**src/rtl/dtc_pkg.sv**
```systemverilog
`default_nettype none
package dtc_pkg;

  typedef struct packed {
    logic [6:0]         throttle_percent;
    logic               throttle_ok;
    logic [9:0]         brake_level;
    logic [9:0]         throttle_raw_a;
    logic [9:0]         throttle_raw_b;
    logic               start_button_n;
    logic               safety_loop_open;
    logic               controller_fault;
    logic signed [15:0] motor_speed;
    logic [3:0]         gear_weight;
  } dtc_in_t;

  typedef struct packed {
    logic       drive_ready_led;
    logic       brake_light;
    logic       horn;
    logic [6:0] status_flags;
    logic       torque_send;
    logic [9:0] torque_command;
  } dtc_out_t;

  // per-item result of the tick logic, carried down the torque pipeline
  typedef struct packed {
    logic       drive_ready_led;
    logic       brake_light;
    logic       horn;
    logic [6:0] status_flags;
    logic       period_hit;
    logic       run;
    logic       ready;
    logic [6:0] throttle;
  } dtc_tick_t;

  localparam int CFG_IDX_W  = 2;
  localparam int CFG_DATA_W = 16;
  localparam logic [CFG_IDX_W-1:0] CFG_BRAKE_THRESHOLD     = 2'd0;
  localparam logic [CFG_IDX_W-1:0] CFG_BEEP_TICKS          = 2'd1;
  localparam logic [CFG_IDX_W-1:0] CFG_THROTTLE_STEP_LIMIT = 2'd2;

  localparam logic [9:0]  BRAKE_THRESHOLD_RST     = 10'd20;
  localparam logic [15:0] BEEP_TICKS_RST          = 16'd400;
  localparam logic [6:0]  THROTTLE_STEP_LIMIT_RST = 7'd10;

  localparam logic [6:0]  PLAUS_HIGH  = 7'd15;
  localparam logic [9:0]  BRAKE_PLAUS = 10'd15;
  localparam logic [6:0]  PLAUS_LOW   = 7'd5;
  localparam logic [9:0]  RAW_MIN     = 10'd5;

  localparam logic [6:0]  THROTTLE_MAX = 7'd99;
  localparam logic [10:0] GEAR_STEP    = 11'd99;
  localparam logic [14:0] SPEED_TOP    = 15'd4500;
  localparam logic [9:0]  LIMIT_TOP    = 10'd200;
  localparam logic [9:0]  LIMIT_SLOW   = 10'd999;
  localparam logic [14:0] SEG_SPAN     = 15'd300;
  localparam logic [10:0] RISE_STEP    = 11'd50;
  localparam logic [10:0] RISE_FLOOR   = 11'd500;
  localparam logic [10:0] TORQUE_MAX   = 11'd999;

  // x / 3 for x below 2048, x / 25 for x below 43690
  localparam logic [18:0] RECIP3        = 19'd683;
  localparam int          RECIP3_SHIFT  = 11;
  localparam logic [27:0] RECIP25       = 28'd5243;
  localparam int          RECIP25_SHIFT = 17;

  // slope * d / 300 with slope a multiple of 25 reduces to d / 2, 3, 6 or 12
  typedef enum logic [1:0] {
    DIV_HALF,
    DIV_THIRD,
    DIV_SIXTH,
    DIV_TWELFTH
  } seg_div_t;

  localparam int SEG_N = 11;
  localparam logic [12:0] SEG_LOW [SEG_N] = '{
    13'd4200, 13'd3900, 13'd3600, 13'd3300, 13'd3000, 13'd2700,
    13'd2400, 13'd2100, 13'd1800, 13'd1500, 13'd1200
  };
  localparam logic [9:0] SEG_BASE [SEG_N] = '{
    10'd100, 10'd200, 10'd350, 10'd500, 10'd600, 10'd700,
    10'd750, 10'd850, 10'd900, 10'd925, 10'd950
  };
  localparam seg_div_t SEG_DIV [SEG_N] = '{
    DIV_THIRD, DIV_HALF, DIV_HALF, DIV_THIRD, DIV_THIRD, DIV_SIXTH,
    DIV_THIRD, DIV_SIXTH, DIV_TWELFTH, DIV_TWELFTH, DIV_SIXTH
  };

endpackage
`default_nettype wire

```
**src/rtl/dtc_limit.sv**
```systemverilog
`default_nettype none
module dtc_limit (
  input  wire logic               clk,
  input  wire logic               advance,
  input  wire logic signed [15:0] motor_speed,
  input  wire logic [3:0]         gear_weight,
  output logic [9:0]              limit_r
);
  import dtc_pkg::*;

  localparam int SEL_W = $clog2(SEG_N);

  logic [14:0]      speed_u;
  logic [SEL_W-1:0] sel;
  logic             seg_hit;
  logic [14:0]      span_top;
  logic [8:0]       diff;
  logic [8:0]       div_in;
  logic [18:0]      div_prod;
  logic [8:0]       quot;
  logic [9:0]       lim;
  logic [10:0]      cap;
  logic [9:0]       limit_nxt;

  always_comb begin
    speed_u = motor_speed[15] ? 15'd0 : motor_speed[14:0];
    sel     = '0;
    seg_hit = 1'b0;
    for (int i = SEG_N - 1; i >= 0; i--) begin
      if (speed_u > 15'(SEG_LOW[i])) begin
        sel     = SEL_W'(i);
        seg_hit = 1'b1;
      end
    end
    span_top = 15'(SEG_LOW[sel]) + SEG_SPAN;
    diff     = 9'(span_top - speed_u);
    case (SEG_DIV[sel])
      DIV_THIRD:   div_in = diff;
      DIV_SIXTH:   div_in = diff >> 1;
      DIV_TWELFTH: div_in = diff >> 2;
      default:     div_in = diff;
    endcase
    div_prod = {10'd0, div_in} * RECIP3;
    if (SEG_DIV[sel] == DIV_HALF) begin
      quot = diff >> 1;
    end else begin
      quot = {1'b0, div_prod[RECIP3_SHIFT +: 8]};
    end
    if (speed_u > SPEED_TOP) begin
      lim = LIMIT_TOP;
    end else if (seg_hit) begin
      lim = SEG_BASE[sel] + 10'(quot);
    end else begin
      lim = LIMIT_SLOW;
    end
    cap = 11'(gear_weight) * GEAR_STEP;
    if ({1'b0, lim} > cap) begin
      limit_nxt = cap[9:0];
    end else begin
      limit_nxt = lim;
    end
  end

  always_ff @(posedge clk) begin
    if (advance) begin
      limit_r <= limit_nxt;
    end
  end

endmodule
`default_nettype wire

```
**src/rtl/dtc_tick.sv**
```systemverilog
`default_nettype none
module dtc_tick #(
  parameter int TORQUE_INTERVAL = 4
) (
  input  wire logic             clk,
  input  wire logic             rst_n,
  input  wire logic             advance,
  input  wire logic             item_valid,
  input  wire dtc_pkg::dtc_in_t item,
  input  wire logic [9:0]       brake_threshold,
  input  wire logic [15:0]      beep_ticks,
  output dtc_pkg::dtc_tick_t    tick_r
);
  import dtc_pkg::*;

  localparam int PW = $clog2(TORQUE_INTERVAL + 1);
  localparam logic [PW-1:0] PERIOD = PW'(TORQUE_INTERVAL);

  logic          start_latched_r, start_latched_nxt;
  logic          plausible_r, plausible_nxt;
  logic          drive_ready_r, drive_ready_nxt;
  logic          horn_armed_r, horn_armed_nxt;
  logic [15:0]   horn_count_r, horn_count_nxt;
  logic [PW-1:0] period_r, period_nxt;
  logic          brake_on, run, fault, horn;
  dtc_tick_t     tick_nxt;

  always_comb begin
    brake_on          = item.brake_level > brake_threshold;
    fault             = item.safety_loop_open | item.controller_fault;
    start_latched_nxt = start_latched_r | (brake_on & ~item.start_button_n);
    plausible_nxt     = plausible_r & ~((item.throttle_percent > PLAUS_HIGH)
                                        & (item.brake_level > BRAKE_PLAUS));
    plausible_nxt     = plausible_nxt | (item.throttle_percent < PLAUS_LOW);
    run = start_latched_nxt & item.throttle_ok & plausible_nxt
          & (item.throttle_raw_a >= RAW_MIN) & (item.throttle_raw_b >= RAW_MIN);
    drive_ready_nxt = drive_ready_r | (run & ~fault);
    horn_armed_nxt  = horn_armed_r | (run & ~fault);
    horn_count_nxt  = horn_count_r;
    if (fault) begin
      start_latched_nxt = 1'b0;
      drive_ready_nxt   = 1'b0;
      horn_armed_nxt    = 1'b0;
      horn_count_nxt    = '0;
    end
    horn = horn_armed_nxt & (horn_count_nxt < beep_ticks);
    if (horn) begin
      horn_count_nxt = horn_count_nxt + 16'd1;
    end
    period_nxt = (period_r >= PERIOD) ? '0 : period_r;
    period_nxt = period_nxt + PW'(1);

    tick_nxt.drive_ready_led = drive_ready_nxt;
    tick_nxt.brake_light     = brake_on;
    tick_nxt.horn            = horn;
    tick_nxt.status_flags    = {brake_on, ~item.safety_loop_open, drive_ready_nxt, run,
                                start_latched_nxt, plausible_nxt, item.throttle_ok};
    tick_nxt.period_hit      = period_nxt == PERIOD;
    tick_nxt.run             = run;
    tick_nxt.ready           = drive_ready_nxt;
    tick_nxt.throttle        = item.throttle_percent;
  end

  always_ff @(posedge clk) begin
    if (!rst_n) begin
      start_latched_r <= 1'b0;
      plausible_r     <= 1'b1;
      drive_ready_r   <= 1'b0;
      horn_armed_r    <= 1'b0;
      horn_count_r    <= '0;
      period_r        <= '0;
    end else if (advance && item_valid) begin
      start_latched_r <= start_latched_nxt;
      plausible_r     <= plausible_nxt;
      drive_ready_r   <= drive_ready_nxt;
      horn_armed_r    <= horn_armed_nxt;
      horn_count_r    <= horn_count_nxt;
      period_r        <= period_nxt;
    end
  end

  always_ff @(posedge clk) begin
    if (advance) begin
      tick_r <= tick_nxt;
    end
  end

endmodule
`default_nettype wire

```
**src/rtl/dtc_torque.sv**
```systemverilog
`default_nettype none
module dtc_torque (
  input  wire logic               clk,
  input  wire logic               rst_n,
  input  wire logic               advance,
  input  wire logic               tick_valid,
  input  wire dtc_pkg::dtc_tick_t tick,
  input  wire logic [9:0]         limit,
  input  wire logic [6:0]         step_limit,
  output logic                    out_valid_r,
  output dtc_pkg::dtc_out_t       out_r
);
  import dtc_pkg::*;

  logic [7:0]  last_throttle_r;
  logic [9:0]  last_torque_r;
  logic        v3_r, v4_r;
  dtc_tick_t   tick3_r, tick4_r;
  logic [16:0] prod3_r;
  logic [9:0]  quot4_r;

  logic [7:0]  ac_sum;
  logic [7:0]  ac;
  logic [6:0]  ac_clamped;
  logic [16:0] prod3_nxt;
  logic [27:0] div_prod;
  logic [9:0]  quot4_nxt;
  logic [10:0] torque;
  logic [9:0]  cmd;
  dtc_out_t    out_nxt;

  // throttle step limit, then limit times throttle
  always_comb begin
    ac_sum = {1'b0, tick.throttle} - last_throttle_r;
    if (({1'b0, tick.throttle} > last_throttle_r) && (ac_sum > {1'b0, step_limit})) begin
      ac = last_throttle_r + {1'b0, step_limit};
    end else begin
      ac = {1'b0, tick.throttle};
    end
    ac_clamped = (ac > {1'b0, THROTTLE_MAX}) ? THROTTLE_MAX : ac[6:0];
    prod3_nxt  = 17'(limit) * 17'(ac_clamped);
  end

  // divide by 100
  always_comb begin
    div_prod  = 28'(prod3_r[16:2]) * RECIP25;
    quot4_nxt = div_prod[RECIP25_SHIFT +: 10];
  end

  // rise limit and command
  always_comb begin
    torque = {1'b0, quot4_r};
    if ((quot4_r > last_torque_r) && (torque - {1'b0, last_torque_r} > RISE_STEP)
        && (torque > RISE_FLOOR)) begin
      torque = {1'b0, last_torque_r} + RISE_STEP;
    end
    cmd = (torque > TORQUE_MAX) ? TORQUE_MAX[9:0] : torque[9:0];
    out_nxt.drive_ready_led = tick4_r.drive_ready_led;
    out_nxt.brake_light     = tick4_r.brake_light;
    out_nxt.horn            = tick4_r.horn;
    out_nxt.status_flags    = tick4_r.status_flags;
    out_nxt.torque_send     = tick4_r.period_hit & (~tick4_r.run | tick4_r.ready);
    out_nxt.torque_command  = (tick4_r.period_hit & tick4_r.run & tick4_r.ready) ? cmd : '0;
  end

  always_ff @(posedge clk) begin
    if (!rst_n) begin
      v3_r            <= 1'b0;
      v4_r            <= 1'b0;
      out_valid_r     <= 1'b0;
      last_throttle_r <= '0;
      last_torque_r   <= '0;
    end else if (advance) begin
      v3_r        <= tick_valid;
      v4_r        <= v3_r;
      out_valid_r <= v4_r;
      if (tick_valid && tick.period_hit) begin
        last_throttle_r <= ac;
      end
      if (v4_r && tick4_r.period_hit) begin
        last_torque_r <= torque[9:0];
      end
    end
  end

  always_ff @(posedge clk) begin
    if (advance) begin
      tick3_r <= tick;
      prod3_r <= prod3_nxt;
      tick4_r <= tick3_r;
      quot4_r <= quot4_nxt;
      out_r   <= out_nxt;
    end
  end

endmodule
`default_nettype wire

```
**src/rtl/drive_enable_torque_command_core.sv**
```systemverilog
// items pass the input, tick/limit, product, quotient and output registers
// throughput: one item per cycle; each state register (tick latches, last
// throttle, last torque) is read and written in a single pipeline stage
// the whole pipeline holds while a result waits on out_ready
// reset: synchronous, active low; empties the pipeline and restores state
// and configuration registers to their reset values
`default_nettype none
module drive_enable_torque_command_core #(
  parameter int TORQUE_INTERVAL = 4
) (
  input  wire logic                              clk,
  input  wire logic                              rst_n,
  input  wire logic                              in_valid,
  output logic                                   in_ready,
  input  wire dtc_pkg::dtc_in_t                  in_data,
  output logic                                   out_valid,
  input  wire logic                              out_ready,
  output dtc_pkg::dtc_out_t                      out_data,
  input  wire logic                              cfg_we,
  input  wire logic [dtc_pkg::CFG_IDX_W-1:0]     cfg_index,
  input  wire logic [dtc_pkg::CFG_DATA_W-1:0]    cfg_data
);
  import dtc_pkg::*;

  logic        advance;
  logic        v1_r, v2_r;
  dtc_in_t     in_r;
  logic [9:0]  brake_threshold_r;
  logic [15:0] beep_ticks_r;
  logic [6:0]  step_limit_r;
  dtc_tick_t   tick;
  logic [9:0]  limit;

  assign advance  = ~out_valid | out_ready;
  assign in_ready = advance;

  always_ff @(posedge clk) begin
    if (!rst_n) begin
      brake_threshold_r <= BRAKE_THRESHOLD_RST;
      beep_ticks_r      <= BEEP_TICKS_RST;
      step_limit_r      <= THROTTLE_STEP_LIMIT_RST;
    end else if (cfg_we) begin
      case (cfg_index)
        CFG_BRAKE_THRESHOLD:     brake_threshold_r <= cfg_data[9:0];
        CFG_BEEP_TICKS:          beep_ticks_r      <= cfg_data[15:0];
        CFG_THROTTLE_STEP_LIMIT: step_limit_r      <= cfg_data[6:0];
        default: ;
      endcase
    end
  end

  always_ff @(posedge clk) begin
    if (!rst_n) begin
      v1_r <= 1'b0;
      v2_r <= 1'b0;
    end else if (advance) begin
      v1_r <= in_valid;
      v2_r <= v1_r;
    end
  end

  always_ff @(posedge clk) begin
    if (advance) begin
      in_r <= in_data;
    end
  end

  dtc_tick #(
    .TORQUE_INTERVAL(TORQUE_INTERVAL)
  ) u_tick (
    .clk            (clk),
    .rst_n          (rst_n),
    .advance        (advance),
    .item_valid     (v1_r),
    .item           (in_r),
    .brake_threshold(brake_threshold_r),
    .beep_ticks     (beep_ticks_r),
    .tick_r         (tick)
  );

  dtc_limit u_limit (
    .clk        (clk),
    .advance    (advance),
    .motor_speed(in_r.motor_speed),
    .gear_weight(in_r.gear_weight),
    .limit_r    (limit)
  );

  dtc_torque u_torque (
    .clk        (clk),
    .rst_n      (rst_n),
    .advance    (advance),
    .tick_valid (v2_r),
    .tick       (tick),
    .limit      (limit),
    .step_limit (step_limit_r),
    .out_valid_r(out_valid),
    .out_r      (out_data)
  );

endmodule
`default_nettype wire

```
**config.mk**
```make
export PLATFORM = sky130hd
export DESIGN_NAME = drive_enable_torque_command_core
export DESIGN_NICKNAME = d
export VERILOG_FILES = /design/src/rtl/dtc_pkg.sv /design/src/rtl/dtc_limit.sv /design/src/rtl/dtc_tick.sv /design/src/rtl/dtc_torque.sv /design/src/rtl/drive_enable_torque_command_core.sv
export SDC_FILE = /design/constraint.sdc
export NUM_CORES = 1
export LEC_CHECK = 0
export BUFFER_PORTS_ARGS = -buffer_cell sky130_fd_sc_hd__buf_2
export CAP_MARGIN = 20
export CORE_ASPECT_RATIO = 1.5
export CORE_MARGIN = 8
export CORE_UTILIZATION = 58
export DETAILED_ROUTE_END_ITERATION = 10
export PLACE_DENSITY = 0.72
export SYNTH_ARGS = -nofsm -noshare
export SYNTH_HDL_FRONTEND = slang
export SYNTH_SLANG_ARGS = --single-unit
export TNS_END_PERCENT = 100
```
**constraint.sdc**
```tcl
create_clock -name clk -period 28.2 [get_ports clk]
set_input_delay 5.64 -clock clk [delete_from_list [all_inputs] [get_ports clk]]
set_output_delay 5.64 -clock clk [all_outputs]
set_load 0.03 [all_outputs]
```
# Word level (Yosys, flattened, before mapping)
# Memories as Yosys holds them, arrays and structs flattened.
# Index checks and enable logic that the tools add are counted.
[classes]
n_addsub = 9
multipliers = 4
magnitude_cmp = 29
eq_ne = 5
muxes = 44
bitwise_logic = 27
reduce_logical = 14
[ops]
columns = ["op", "n"]
rows = [
  ["greater-than comparator 15 x 12 -> 1 bit, second input constant", 7],
  ["2-to-1 mux 10 bit", 6],
  ["greater-than comparator 15 x 11 -> 1 bit, second input constant", 3],
  ["2-to-1 mux 4 bit", 11],
  ["2-to-1 mux 16 bit", 2],
  ["greater-than comparator 15 x 13 -> 1 bit, second input constant", 2],
  ["multiplier 15 x 13 -> 27 bit, second input constant", 1],
  ["greater-or-equal comparator 10 x 3 -> 1 bit, second input constant", 2],
  ["greater-than comparator 10 bit", 2],
  ["multiplier 9 x 10 -> 19 bit, second input constant", 1],
  ["2-to-1 mux 9 bit", 2],
  ["one-hot mux 9 bit (2 select lines)", 1],
  ["multiplier 10 x 7 -> 17 bit", 1],
  ["adder 16 x 1 -> 16 bit, second input constant", 1],
  ["< comparator 16 bit", 1],
  ["2-to-1 mux 8 bit", 2],
  ["2-to-1 mux 15 bit", 1],
  ["2-to-1 mux 1 bit", 14],
  ["bitwise AND 1 bit", 12],
  ["adder 10 x 6 -> 11 bit, second input constant", 1],
  ["greater-than comparator 10 x 11 -> 1 bit", 1],
  ["greater-than comparator 11 x 10 -> 1 bit, second input constant", 1],
  ["greater-than comparator 11 x 6 -> 1 bit, second input constant", 1],
  ["multiplier 4 x 7 -> 11 bit, second input constant", 1],
  ["other kinds (30)", 55],
]
[word_totals]
reg_bits = 241
romBits = 400
input_bits = 84
output_inout_bits = 23
wordCells = 190
memories = 3
[memory_table]
columns = ["name", "depth", "word_bits", "rd", "rd_clocked_by_memory_dff", "write_ports", "line_no", "rtl"]
rows = [
  ["(name not given)", 16, 13, 1, 0, 0, "dtc_limit.sv:35", "span_top = 15'(SEG_LOW[sel]) + SEG_SPAN;"],
  ["(name not given)", 16, 10, 1, 0, 0, "dtc_limit.sv:52", "lim = SEG_BASE[sel] + 10'(quot);"],
  ["(name not given)", 16, 2, 1, 0, 0, "dtc_limit.sv:37", "case (SEG_DIV[sel])"],
]

# Logic depth before layout (Yosys ltp)
# Gate-level depths: netlist (run 1).
[depth]
word_depth = 27
ltp_mapped = 63
ltp_nobuf = 60

# Cells and area by module
# Synthesis (run 1) repeated with hierarchy kept, for this count alone.
[unflattened]
cells_unflattened = 2152
area_unflattened_um2 = 21102.7
[modules_own_cells]
columns = ["mod", "n_inst", "cells_each", "area_each_um2", "seq_area_each_um2"]
rows = [
  ["dtc_torque", 1, 1054, 10739.0, 2582.5],
  ["dtc_limit", 1, 587, 4566.9, 300.3],
  ["drive_enable_torque_command_core", 1, 198, 3124.2, 2532.4],
  ["dtc_tick", 1, 313, 2672.6, 940.9],
]

# Worst setup path after synthesis (run 1)
# Ideal clock, no wire load.
[synth_path]
kind = "in2out"
start = "in out_ready"
end = "out in_ready"
t_arrival_ns = 7.477
required_ns = 22.560
slack_ns = 15.083
cell_stages = 2
n_path_buf = 0
cell_sequence = "nor2b_1 inv_2"
[synth_between]
elab_chain_cells = 1
[synth_rtl]
columns = ["element", "line_no", "rtl"]
rows = [
  ["from (decl)", "drive_enable_torque_command_core.sv:17", "input wire logic out_ready,"],
  ["OR 1 bit", "drive_enable_torque_command_core.sv:34", "assign advance = ~out_valid | out_ready;"],
  ["to (decl)", "drive_enable_torque_command_core.sv:14", "output logic in_ready,"],
]
# Every way passes these cells.

# Worst setup path after layout (run 1)
[layout_path]
start = "reg in_r[19] (netlist bit)"
end = "reg u_limit.limit_r[3] (data pin)"
[layout_between]
elab_chain_cells = 27
word_cells_on_any_way = 58
cone_classes = "add/sub: 3; mul: 1; order compare: 13; eq/ne: 2; mux: 34; bitwise: 1; reduce/logical: 1; memory: 3"
[layout_rtl]
columns = ["element", "line_no", "rtl"]
rows = [
  ["from (decl)", "drive_enable_torque_command_core.sv:27", "dtc_in_t in_r;"],
  ["from (signal assigned)", "drive_enable_torque_command_core.sv:64", "in_r <= in_data;"],
  ["2-to-1 mux 15 bit *", "dtc_limit.sv:26", "speed_u = motor_speed[15] ? 15'd0 : motor_speed[14:0];"],
  ["greater-than comparator 15 x 11 -> 1 bit", "dtc_limit.sv:30", "if (speed_u > 15'(SEG_LOW[i])) begin"],
  ["2-to-1 mux 4 bit (11 in a row)", "dtc_limit.sv:30", ""],
  ["NOT 4 -> 5 bit (implied by the code)", "--", ""],
  ["memory read (16 x 13 bit)", "--", ""],
  ["2-to-1 mux 9 bit (implied by the code) (2 in a row)", "dtc_limit.sv:35", ""],
  ["adder 9 bit", "dtc_limit.sv:35", ""],
  ["subtractor 9 bit", "dtc_limit.sv:36", "diff = 9'(span_top - speed_u);"],
  ["one-hot mux 9 bit (2 select lines)", "dtc_limit.sv:37", ""],
  ["multiplier 9 x 10 -> 19 bit", "dtc_limit.sv:43", "div_prod = {10'd0, div_in} * RECIP3;"],
  ["2-to-1 mux 8 bit", "dtc_limit.sv:44", "if (SEG_DIV[sel] == DIV_HALF) begin"],
  ["adder 10 x 8 -> 10 bit", "dtc_limit.sv:52", ""],
  ["2-to-1 mux 10 bit", "dtc_limit.sv:51", "end else if (seg_hit) begin"],
  ["2-to-1 mux 10 bit *", "dtc_limit.sv:49", "if (speed_u > SPEED_TOP) begin"],
  ["greater-than comparator 10 x 11 -> 1 bit", "dtc_limit.sv:57", "if ({1'b0, lim} > cap) begin"],
  ["2-to-1 mux 10 bit *", "dtc_limit.sv:57", ""],
  ["named net u_limit.limit_nxt[3]", "dtc_limit.sv:23", "logic [9:0] limit_nxt;"],
  ["to (signal assigned)", "dtc_limit.sv:66", "limit_r <= limit_nxt;"],
  ["to (decl)", "dtc_limit.sv:7", "output logic [9:0] limit_r"],
]
# Mark *: on every way through the listed nets, which the timed path passes. The rest lies on a longest branch. The select of a mux whose other input is x is not followed.
# A chain may end at the register's enable or synchronous reset.

==> results of run 1 <==
-- per-layer routing --
layer / track usage [%] / part of all wire (%) / up-vias
met5: 0 / 0 / -
met3: 2.38 / 3.5 / 128
met2: 43.0 / 54 / 373
li1: - / - / 7227
met1: 22.8 / 38 / 7098
met4: 10.1 / 4.5 / 0
-- metrics by stage --
step / hold WS (ns) / utilization, % / instances / area (um^2) / setup slack (ns)
6_report: 0.420 / 63.5 / 2581 / 21600 / 15.11
5_1_grt: 0.422 / 63.5 / 2581 / 21600 / 13.94
4_1_cts: 0.417 / 63.4 / 2580 / 21500 / 15.19
3_5_place_dp: 0.405 / 61.0 / 2536 / 20700 / 15.21
3_3_place_gp: 0.401 / 61.0 / 2535 / 20700 / 15.47
2_1_floorplan: 0.400 / - / 2049 / 19800 / 15.08
-- state kept, by name (all words and copies together), names as in the netlist, 15 cells and up --
name	flops
u_torque.out_r	19
in_r	61
u_tick.horn_count_r	16
beep_ticks_r	16
u_tick.tick_r	16
u_torque.prod3_r	15
-- worst min path at each step --
stage	start	end	slack, ns
2_1_floorplan	u_torque.tick3_r[10]$_DFFE_PN_	u_torque.out_nxt[11]$_DFFE_PN_	0.40
3_3_place_gp	u_torque.out_nxt[13]$_DFFE_PN_	u_torque.out_r[13]$_DFFE_PN_	0.40
3_5_place_dp	u_torque.out_nxt[18]$_DFFE_PN_	u_torque.out_r[18]$_DFFE_PN_	0.41
4_1_cts	u_torque.out_nxt[13]$_DFFE_PN_	u_torque.out_r[13]$_DFFE_PN_	0.42
5_1_grt	u_torque.out_nxt[13]$_DFFE_PN_	u_torque.out_r[13]$_DFFE_PN_	0.42
6_report	u_torque.tick3_r[15]$_DFFE_PN_	u_torque.out_nxt[16]$_DFFE_PN_	0.42
-- cell usage after synthesis, types with 5 or more instances --
master    count
a211oi_1     14
a21o_1       32
a21oi_1     116
a31oi_1      18
and2_1       46
and3_1       22
and4_1        6
buf_1         5
buf_2         8
clkbuf_1     36
dfxtp_1      79
edfxtp_1    149
fa_1        131
ha_1        280
inv_1       315
mux2_2        5
mux2i_1      25
nand2_1     174
nand2b_1     15
nand3_1      44
nand4_1      21
nor2_1      114
nor2b_1      24
nor3_1       33
nor3b_1       6
nor4_1       12
nor4b_1       5
o211ai_1     17
o21a_1       24
o21ai_0      61
o21bai_1     16
o22ai_1      10
o31a_1        5
o31ai_1       5
or2_2         5
or3_1         7
or4_1         5
xnor2_1      56
xor2_1       26
-- final cells by class --
class	instances	area [um^2]	area share, %
sequential	228	6060	28.1
inverter	318	1200	5.56
timing repair buffer	115	611	2.83
clock inverter	12	138	0.639
clock buffer	32	672	3.12
multi-input combinational	1451	12300	57.3
tap	425	532	2.47
-- cells by family after synthesis --
kind of cell,count (synthesis),synth area share (%)
flops,228,30.6
simple gates,562,14.3
compound gates,366,11.9
fa+ha+maj,411,30.9
buf+inv,370,7.11
mux,30,1.55
xor+xnor,82,3.63
==> summary.txt, run 1 <==
Timing
  • Max Slew Vio Count: 0
  • Slew headroom: a little under a third
  • Setup total negative slack: 0 ns
  • Worst Max-Slew Pin Slew: around 1.0 ns
  • Hold Fails Final Rpt: 0
  • Fmax: around 0.076 GHz
  • # setup viols final: 0
  • Unrepaired setup endpoints after global routing: no
  • Final Skew: 0.0120 ns
  • Crit share post-route: a little under half
  • Minimum clock period after layout: roughly 13 ns

Floorplanning
  • Die height: between 200 and 250 um
  • Die Wd: 167 um
  • Row cnt: 83
  • Initial Util: ~60%
  • DIE AREA: just over 40000 um^2
  • Area of the core: around 34000 um^2
  • IO Count: between 100 and 150

Worst setup path
  • Worst EP required: between 20 and 30 ns
  • CP Class: flip-flop to flip-flop
  • Setup crit start: in_r[19]$_DFFE_PN_
  • CP endpoint: u_limit.limit_r[3]$_DFFE_PN_
  • Crit path max-delay family: adder cells
  • Reg2Reg Depth: 57
  • Origin of the critical flop-to-flop path: in_r[19]$_DFFE_PN_
  • WP data arrival: 13.39 ns
  • FF-to-FF End: u_limit.limit_r[3]$_DFFE_PN_
  • Worst Setup End Kind: flip-flop
  • Reg2reg setup slack: between 15 and 20 ns
  • CP max stage cell: edfxtp_1
  • Crit-path max FO: 25
  • Crit. path cell count: between 50 and 60
  • Startpoint types: flip-flop
  • CP bufs+invs: 6
  • CP peak stage delay: 0.71 ns

Clocking
  • # H-tree levels: 1
  • CTS sink cnt: between 200 and 250
  • Clock slew at reported path FFs: roughly 0.06 ns
  • Root Buffer: clkbuf_16
  • Cts bufs inserted: 24
  • Post_cts resized: 0
  • Max Root-Sink Buffers: 3
  • Clk Latency, worst-skew pair: 0.54 ns
  • CTS Hold Buffers Added: 0
  • Buffer count from post-CTS setup fixing: 0
  • CTS tree: done

Logic synthesis
  • Cell count after synthesis: approximately 2000
  • Asr flop ratio synth: 0%
  • Post-synth EDFFs: 149
  • Post-Syn Nets: roughly 2500
  • Number of synthesis warnings: 0
  • Syn_area_per_cell: between 9 and 10 um^2
  • Leading cell types by total area after synthesis: edfxtp_1, ha_1, fa_1
  • Synthesized flop and latch total: between 200 and 250
  • Register area share after synthesis: roughly 30%
  • Synth unique cells: slightly above 80
  • Post-synth top area cell: edfxtp_1
  • Netlist Area Pre-Place: about 20000 um^2
  • Share of Yosys cell area claimed by the top area cell type: between 20% and 30%
  • Synth Flop Type: edfxtp_1

Routing
  • DRC: 0
  • DR WL/cell: approximately 17 um
  • 1st-iter DRT viols: between 600 and 700
  • Total Routed Length: 44200 um
  • Remaining antenna violation count after routing: 0
  • Via count: ~15000
  • Routed vias/inst: between 5 and 6
  • Pre-antenna DRT Iters: 6

GRT
  • Vias in the first global route: between 15000 and 20000
  • Gr ovfl total: 0
  • Largest net degree at the start of global routing: 73
  • Total GRT Usage: a little over a fifth
  • First-pass GRT wire length: ~74000 um
  • Initial antenna violation count: 0

Hold path
  • Hold path depth: 0
  • Worst min path class: flip-flop to flip-flop

Finish
  • Nets: about 2600
  • Most frequent cells in the layout: inv_1, ha_1, nand2_1
  • Layout cell share with drive strength beyond 1: roughly 8.5%
  • Fillers: between 2000 and 3000
  • Antenna fix cells: 0
  • Layout area overhead: 8.83%
  • Commonest non-fill, non-tap cell in the layout: inv_1

Status
  • Outcome: completed

Placed design
  • Port bufs: roughly 110
  • Routability Congestion: ~0.94
  • HPWL Detailed: 35500 um

Flow run
  • Max-Cap Viols: 0
Power of run 1 is not shown: default switching activity piles up to over one toggle a cycle in this logic, so the estimate is an artifact.
==> run 2: changes to the inputs <==
--- a/config.mk
+++ b/config.mk
@@ -5,6 +5,7 @@
 export SDC_FILE = /design/constraint.sdc
 export NUM_CORES = 1
 export LEC_CHECK = 0
+export ABC_AREA = 1
 export BUFFER_PORTS_ARGS = -buffer_cell sky130_fd_sc_hd__buf_2
 export CAP_MARGIN = 20
 export CORE_ASPECT_RATIO = 1.5
==> constraint.sdc (replaced) <==
create_clock -name clk -period 12.5 [get_ports clk]
set_input_delay 2.5 -clock clk [delete_from_list [all_inputs] [get_ports clk]]
set_output_delay 2.5 -clock clk [all_outputs]
set_load 0.03 [all_outputs]
==> summary.txt, run 2 <==
Status
  • Outcome: completed

Finish
  • Layout area overhead: 9.17%
  • Biggest register: in_r
  • Most frequent cells in the layout: inv_1, nand2_1, ha_1
  • Layout cell share with drive strength beyond 1: 8.22% (-0.26 points)
  • Final std cells w/o fill: 2857 (+11%)
  • Max FFs per register: 61 (unchanged)
  • Reg area: 6060 um^2 (unchanged)
  • Fillers: 2914 (+2.4%)
  • Multi-input logic area: 11900 um^2 (-3.9%)
  • Largest regs: in_r: 61 flops, u_torque.out_r: 19 flops
  • Antenna fix cells: 0 (unchanged)
  • Nets: 2910 (+11%)
  • Commonest non-fill, non-tap cell in the layout: inv_1
  • Final Cell Area: 21700 um^2 (+0.82%)

Worst setup path
  • CP Class: flip-flop to flip-flop
  • CP max stage cell: fa_1
  • CP peak stage delay: 0.55 ns (-0.16 ns)
  • Worst Setup End Kind: flip-flop
  • Crit path top cell by count: nand2_1
  • Worst EP required: 12.77 ns (-15.72 ns)
  • WP data arrival: 11.74 ns (-1.65 ns)
  • Reg2reg setup slack: 1.04 ns (-14.07 ns)
  • Reg2Reg Depth: 67 (+18%)
  • Crit-path max FO: 20 (-20%)
  • Startpoint types: flip-flop

Logic synthesis
  • Asr flop ratio synth: 0% (unchanged)
  • Cell count after synthesis: 2307 (+13%)
  • Count leader, synth: inv_1
  • Synthesized flop and latch total: 228 (unchanged)
  • Leading cell types by total area after synthesis: edfxtp_1, ha_1, fa_1
  • Synth Flop Type: edfxtp_1
  • Syn_area_per_cell: 8.63 um^2 (-11%)
  • Share of Yosys cell area claimed by the top area cell type: 22.5% (-0.11 points)
  • Netlist Area Pre-Place: 19900 um^2 (+0.51%)
  • Number of synthesis warnings: 0 (unchanged)
  • Post-synth EDFFs: 149 (unchanged)
  • Commonest cells post-synth: inv_1, nand2_1, ha_1
  • Post-Syn Nets: 2802 (+10%)
  • Register area share after synthesis: 30.4% (-0.15 points)
  • Post-synth top area cell: edfxtp_1
  • Synth unique cells: 60 (-28%)

Clocking
  • # H-tree levels: 1 (unchanged)
  • CTS tree: done
  • Max Root-Sink Buffers: 3 (unchanged)
  • CTS sink cnt: 228 (unchanged)
  • Root Buffer: clkbuf_16
  • Clk Latency, worst-skew pair: 0.54 ns (about the same)
  • Clock slew at reported path FFs: 0.07 ns (about the same)
  • Cts bufs inserted: 23 (-4.2%)

Routing
  • DR WL/cell: 15.9 um (-7.4%)
  • 1st-iter DRT viols: 844 (+37%)
  • Routed vias/inst: 5.49 (-4.5%)
  • Via count: 15700 (+5.7%)
  • Pre-antenna DRT Iters: 8 (+2)
  • Total Routed Length: 45300 um (+2.5%)
  • Remaining antenna violation count after routing: 0 (unchanged)
  • DRC: 0 (unchanged)

Flow run
  • Max-Cap Viols: 0 (unchanged)

Floorplanning
  • Die Wd: 167 um (+0.23%)
  • Row cnt: 83 (unchanged)
  • DIE AREA: 40600 um^2 (+0.46%)
  • Initial Util: 58.4% (+0.12 points)
  • Area of the core: 34100 um^2 (+0.31%)
  • Die height: 243 um (+0.24%)
  • IO Count: 107 (unchanged)

GRT
  • First-pass GRT wire length: 75300 um (+1.5%)
  • Gr ovfl total: 0 (unchanged)
  • Largest net degree at the start of global routing: 79 (+8.2%)
  • Initial antenna violation count: 0 (unchanged)
  • Vias in the first global route: 16400 (+3.6%)
  • Total GRT Usage: 22.2% (+0.25 points)

Placed design
  • Port bufs: 106 (unchanged)
  • Post-place setup slack: 0.475 ns (-14.73 ns)
  • Placed cell areas: 20900 um^2 (+0.72%)
  • HPWL Detailed: 37300 um (+5.0%)
  • Routability Congestion: 0.924 (-2.1%)
  • DP Cell Count: 2814 (+11%)

Timing
  • Final Skew: 0.0105 ns (-0.00157 ns)
  • Max Slew Vio Count: 0 (unchanged)
  • Setup WS post-layout: 1.04 ns (-14.07 ns)
  • Slew headroom: 34.9% (+3.9 points)
  • Crit share post-route: 91.7% (+45 points)
  • Fmax: 0.0872 GHz (+14%)
  • Unrepaired setup endpoints after global routing: no
  • Setup total negative slack: 0 ns (unchanged)
  • Hold Fails Final Rpt: 0 (unchanged)
  • # setup viols final: 0 (unchanged)
  • Worst Max-Slew Pin Slew: 0.977 ns (-0.0538 ns)
  • Minimum clock period after layout: 11.46 ns (-1.63 ns)

Hold path
  • Hold path depth: 0 (unchanged)
  • Worst min path class: flip-flop to flip-flop
[run 2: cell count changes in the layout (fill, tap and decap cells not counted), sizes merged, moves of 21 or more]
| cell | before | now |
|---|---|---|
| xor2 | 26 | 47 |
| nand3 | 44 | 79 |
| xnor2 | 56 | 19 |
| nor2 | 114 | 160 |
| and2 | 48 | 3 |
| o21ai | 62 | 137 |
| a21oi | 116 | 169 |
| a21o | 32 | 2 |
| o21a | 25 | 4 |
| inv | 319 | 504 |
| and3 | 22 | 1 |
| nand2 | 174 | 357 |
| nor2b | 24 | 0 |
| mux2i | 25 | 1 |
[run 2: cells by family after synthesis]
| kind of cell | Yosys count | share of synthesized area [%] |
|---|---|---|
| xor+xnor | 66 | 2.90 |
| buf+inv | 532 | 10.2 |
| fa+ha+maj | 411 | 30.8 |
| flops | 228 | 30.4 |
| mux | 1 | 0.0503 |
| simple gates | 693 | 15.2 |
| compound gates | 376 | 10.5 |
[run 2: routing by layer]
layer / routed length [um] / track usage (%) / vias up
li1: - / - / 7728
met1: 17100 / 22.8 / 7469
met2: 24800 / 44.1 / 352
met3: 1440 / 2.26 / 129
met4: 2010 / 10.2 / 0
met5: 0 / 0 / -
[run 2: final timing paths]
kind,to,from
hold reg to reg,u_torque.tick3_r[12]$_DFFE_PN_,u_tick.tick_r[12]$_DFFE_PN_
hold / removal,u_torque.tick3_r[12]$_DFFE_PN_,u_tick.tick_r[12]$_DFFE_PN_
setup / recovery,u_limit.limit_r[9]$_DFFE_PN_,in_r[19]$_DFFE_PN_
setup reg to reg,u_limit.limit_r[9]$_DFFE_PN_,in_r[19]$_DFFE_PN_
[run 2: repair_timing]
item | CTS | global route
buffers inserted | 0 | 1
hold buffers | 0 | 0
endpoints found under the setup margin | 0 | 10
gates resized for setup | 0 | 8
[run 2: through the flow]
step           utilization [%]  hold slack [ns]
6_report                  63.8            0.422
5_1_grt                   63.8            0.429
4_1_cts                   63.7            0.420
3_5_place_dp              61.3            0.405
3_3_place_gp              61.3            0.401
2_1_floorplan                -            0.400
[run 2: layout make-up]
class,instances,area share (%)
multi-input combinational,1547,54.6
sequential,228,27.9
inverter,504,8.74
clock buffer,32,3.09
timing repair buffer,111,2.61
tap,425,2.45
clock inverter,10,0.662
[run 2: worst max-delay path, delay by kind of cell (launching register included)]
family	cells	cell delay, ns
compound gates	14	1.97
xor+xnor	3	0.63
fa+ha+maj	10	3.65
buf+inv	10	0.91
flops	1	0.40
simple gates	30	3.59
Power of run 2 is left out for the same reason.
==> run 3: changes to the inputs <==
--- a/config.mk
+++ b/config.mk
@@ -15,5 +15,6 @@
 export PLACE_DENSITY = 0.72
 export SYNTH_ARGS = -nofsm -noshare
 export SYNTH_HDL_FRONTEND = slang
+export SYNTH_HIERARCHICAL = 1
 export SYNTH_SLANG_ARGS = --single-unit
 export TNS_END_PERCENT = 100
==> summary.txt, run 3 <==
Logic synthesis
  • Number of synthesis warnings: 6 (+6)
  • Count leader, synth: inv_1
  • Leading cell types by total area after synthesis: edfxtp_1, ha_1, fa_1
  • Asr flop ratio synth: 0% (unchanged)
  • Post-synth top area cell: edfxtp_1
  • Cell count after synthesis: 2653 (+15%)
  • Share of Yosys cell area claimed by the top area cell type: 21.8% (-0.73 points)
  • Synth unique cells: 69 (+15%)
  • Commonest cells post-synth: inv_1, nand2_1, ha_1
  • Register area share after synthesis: 29.0% (-1.5 points)
  • Synth Flop Type: edfxtp_1
  • Post-Syn Nets: 3148 (+12%)
  • Post-synth EDFFs: 159 (+6.7%)
  • Netlist Area Pre-Place: 21900 um^2 (+10%)
  • Syn_area_per_cell: 8.27 um^2 (-4.1%)
  • Synthesized flop and latch total: 238 (+4.4%)

Clocking
  • CTS tree: done
  • CTS sink cnt: 238 (+4.4%)
  • Max Root-Sink Buffers: 3 (unchanged)
  • Root Buffer: clkbuf_16
  • # H-tree levels: 1 (unchanged)
  • Cts bufs inserted: 26 (+13%)
  • Clk Latency, worst-skew pair: 0.56 ns (+0.02 ns)
  • Clock slew at reported path FFs: 0.06 ns (about the same)

Finish
  • Antenna fix cells: 0 (unchanged)
  • Layout area overhead: 8.50%
  • Max FFs per register: 61 (unchanged)
  • Biggest register: in_r
  • Most frequent cells in the layout: inv_1, nand2_1, ha_1
  • Largest regs: in_r: 61 flops, u_torque/out_r: 21 flops
  • Commonest non-fill, non-tap cell in the layout: inv_1
  • Nets: 3251 (+12%)
  • Layout cell share with drive strength beyond 1: 10.2% (+1.9 points)

Timing
  • Max Slew Vio Count: 0 (unchanged)
  • Setup total negative slack: 0 ns (unchanged)
  • Minimum clock period after layout: 11.33 ns (-0.136 ns)
  • # setup viols final: 0 (unchanged)
  • Slew headroom: 30.4% (-4.5 points)
  • Final hold slack: 0.420 ns (-0.00169 ns)
  • Unrepaired setup endpoints after global routing: no
  • Hold Fails Final Rpt: 0 (unchanged)
  • Final Skew: 0.0214 ns (+0.0110 ns)
  • Crit share post-route: 90.6% (-1.1 points)
  • Fmax: 0.0883 GHz (+1.2%)
  • Worst Max-Slew Pin Slew: 1.04 ns (+0.0670 ns)

Routing
  • Remaining antenna violation count after routing: 0 (unchanged)
  • DRC: 0 (unchanged)
  • Pre-antenna DRT Iters: 6 (-2)
  • 1st-iter DRT viols: 880 (+4.3%)
  • Via count: 17300 (+10%)
  • Total Routed Length: 49800 um (+9.9%)
  • Routed vias/inst: 5.28 (-3.7%)
  • DR WL/cell: 15.3 um (-3.9%)

Flow run
  • Max-Cap Viols: 0 (unchanged)

GRT
  • Total GRT Usage: 22.4% (+0.20 points)
  • Met3 Usage GRT: 2.28% (+0.023 points)
  • Initial antenna violation count: 0 (unchanged)
  • Largest net degree at the start of global routing: 86 (+8.9%)
  • First-pass GRT wire length: 82900 um (+10%)
  • Gr ovfl total: 0 (unchanged)
  • Vias in the first global route: 18000 (+9.8%)
  • Layer with the highest usage: met2
  • Met1 Usage GRT: 23.5% (+0.68 points)
  • Met2 global-route usage: 43.8% (-0.30 points)

Worst setup path
  • Crit path top cell by count: nand2_1
  • Crit-path max FO: 22 (+10%)
  • Setup crit start: in_r[19]$_DFFE_PP_
  • CP max stage cell: fa_1
  • WP data arrival: 11.61 ns (-0.13 ns)
  • CP Class: flip-flop to flip-flop
  • CP peak stage delay: 0.54 ns (about the same)
  • Origin of the critical flop-to-flop path: in_r[19]$_DFFE_PP_
  • Startpoint types: flip-flop
  • Worst EP required: 12.79 ns (+0.02 ns)
  • Worst Setup End Kind: flip-flop

Floorplanning
  • Initial Util: 58.6% (+0.18 points)
  • IO Count: 107 (unchanged)
  • Area of the core: 37400 um^2 (+9.9%)
  • Die Wd: 175 um (+4.5%)
  • DIE AREA: 44400 um^2 (+9.4%)
  • Die height: 254 um (+4.7%)
  • Row cnt: 87 (+4.8%)

Placed design
  • HPWL Detailed: 41300 um (+11%)
  • Routability Congestion: 0.960 (+3.9%)
  • Port bufs: 106 (unchanged)

Status
  • Outcome: completed

Hold path
  • Worst Min Path Start: u_torque/out_nxt[17]$_DFFE_PP_
  • Worst min path class: flip-flop to flip-flop
==> run 3: cell count changes in the layout (fill, tap and decap cells not counted), sizes merged, moves of 26 or more <==
cell | previous run | this run
nor2 | 160 | 261
inv | 504 | 611
a21oi | 169 | 141
nand4 | 19 | 45
nand3 | 79 | 124
nand2 | 357 | 487
==> run 3: stage by stage <==
step	area (um^2)	instances	setup WS (ns)	utilization, %
6_report	23800	3265	1.17	63.6
5_1_grt	23800	3265	0.0371	63.6
4_1_cts	23800	3265	0.902	63.6
3_5_place_dp	22900	3217	0.935	61.1
3_3_place_gp	22900	3217	1.22	61.1
2_1_floorplan	21900	2653	2.49	-
==> run 3: timing repair <==
action / 4_1_cts / 5_1_grt
hold buffers: 0 / 0
setup endpoints to repair: 0 / 10
gates resized for setup: 0 / 4
buffers inserted: 0 / 0
==> run 3: worst paths after layout <==
check,endpoint,slack [ns],cells past startpoint
min,u_torque/out_r[17]$_DFFE_PP_,0.42,0
max,u_limit/limit_r[2]$_DFFE_PP_,1.17,70
max reg2reg,u_limit/limit_r[2]$_DFFE_PP_,1.17,70
min reg2reg,u_torque/out_r[17]$_DFFE_PP_,0.42,0
==> run 3: worst max-delay path: cells and delay by family, from the launching register on <==
family / cells / cell delay, ns
buffers and inverters: 11 / 1.08
and+or+nand+nor: 32 / 3.06
adders and majority gates: 11 / 3.81
DFF: 1 / 0.49
xor gates and xnor gates: 1 / 0.25
AOI/OAI and AO/OA: 15 / 2.34
==> run 3: layout make-up <==
class / count / area [um^2]
multi-input combinational: 1769 / 13100
timing repair buffer: 110 / 561
tap: 489 / 612
clock inverter: 15 / 198
inverter: 611 / 2310
fill: 3254 / 13600
clock buffer: 33 / 718
sequential: 238 / 6360
==> run 3: logic make-up (layout without fill, tap and decap cells) <==
family / Yosys count / after routing / synth area share [%]
buf+inv: 646 / 769 / 11.6
fa+ha+maj: 411 / 411 / 27.9
flops: 238 / 238 / 29.0
xor+xnor: 60 / 60 / 2.39
simple gates: 974 / 974 / 20.6
compound gates: 324 / 324 / 8.57
==> run 3: routing by layer <==
layer  vias up  wire length, um
li1       8680                -
met1      8036            18700
met2       391            26900
met3       146             1820
met4         0             2400
met5         -                0
Power of run 3 is left out for the same reason.
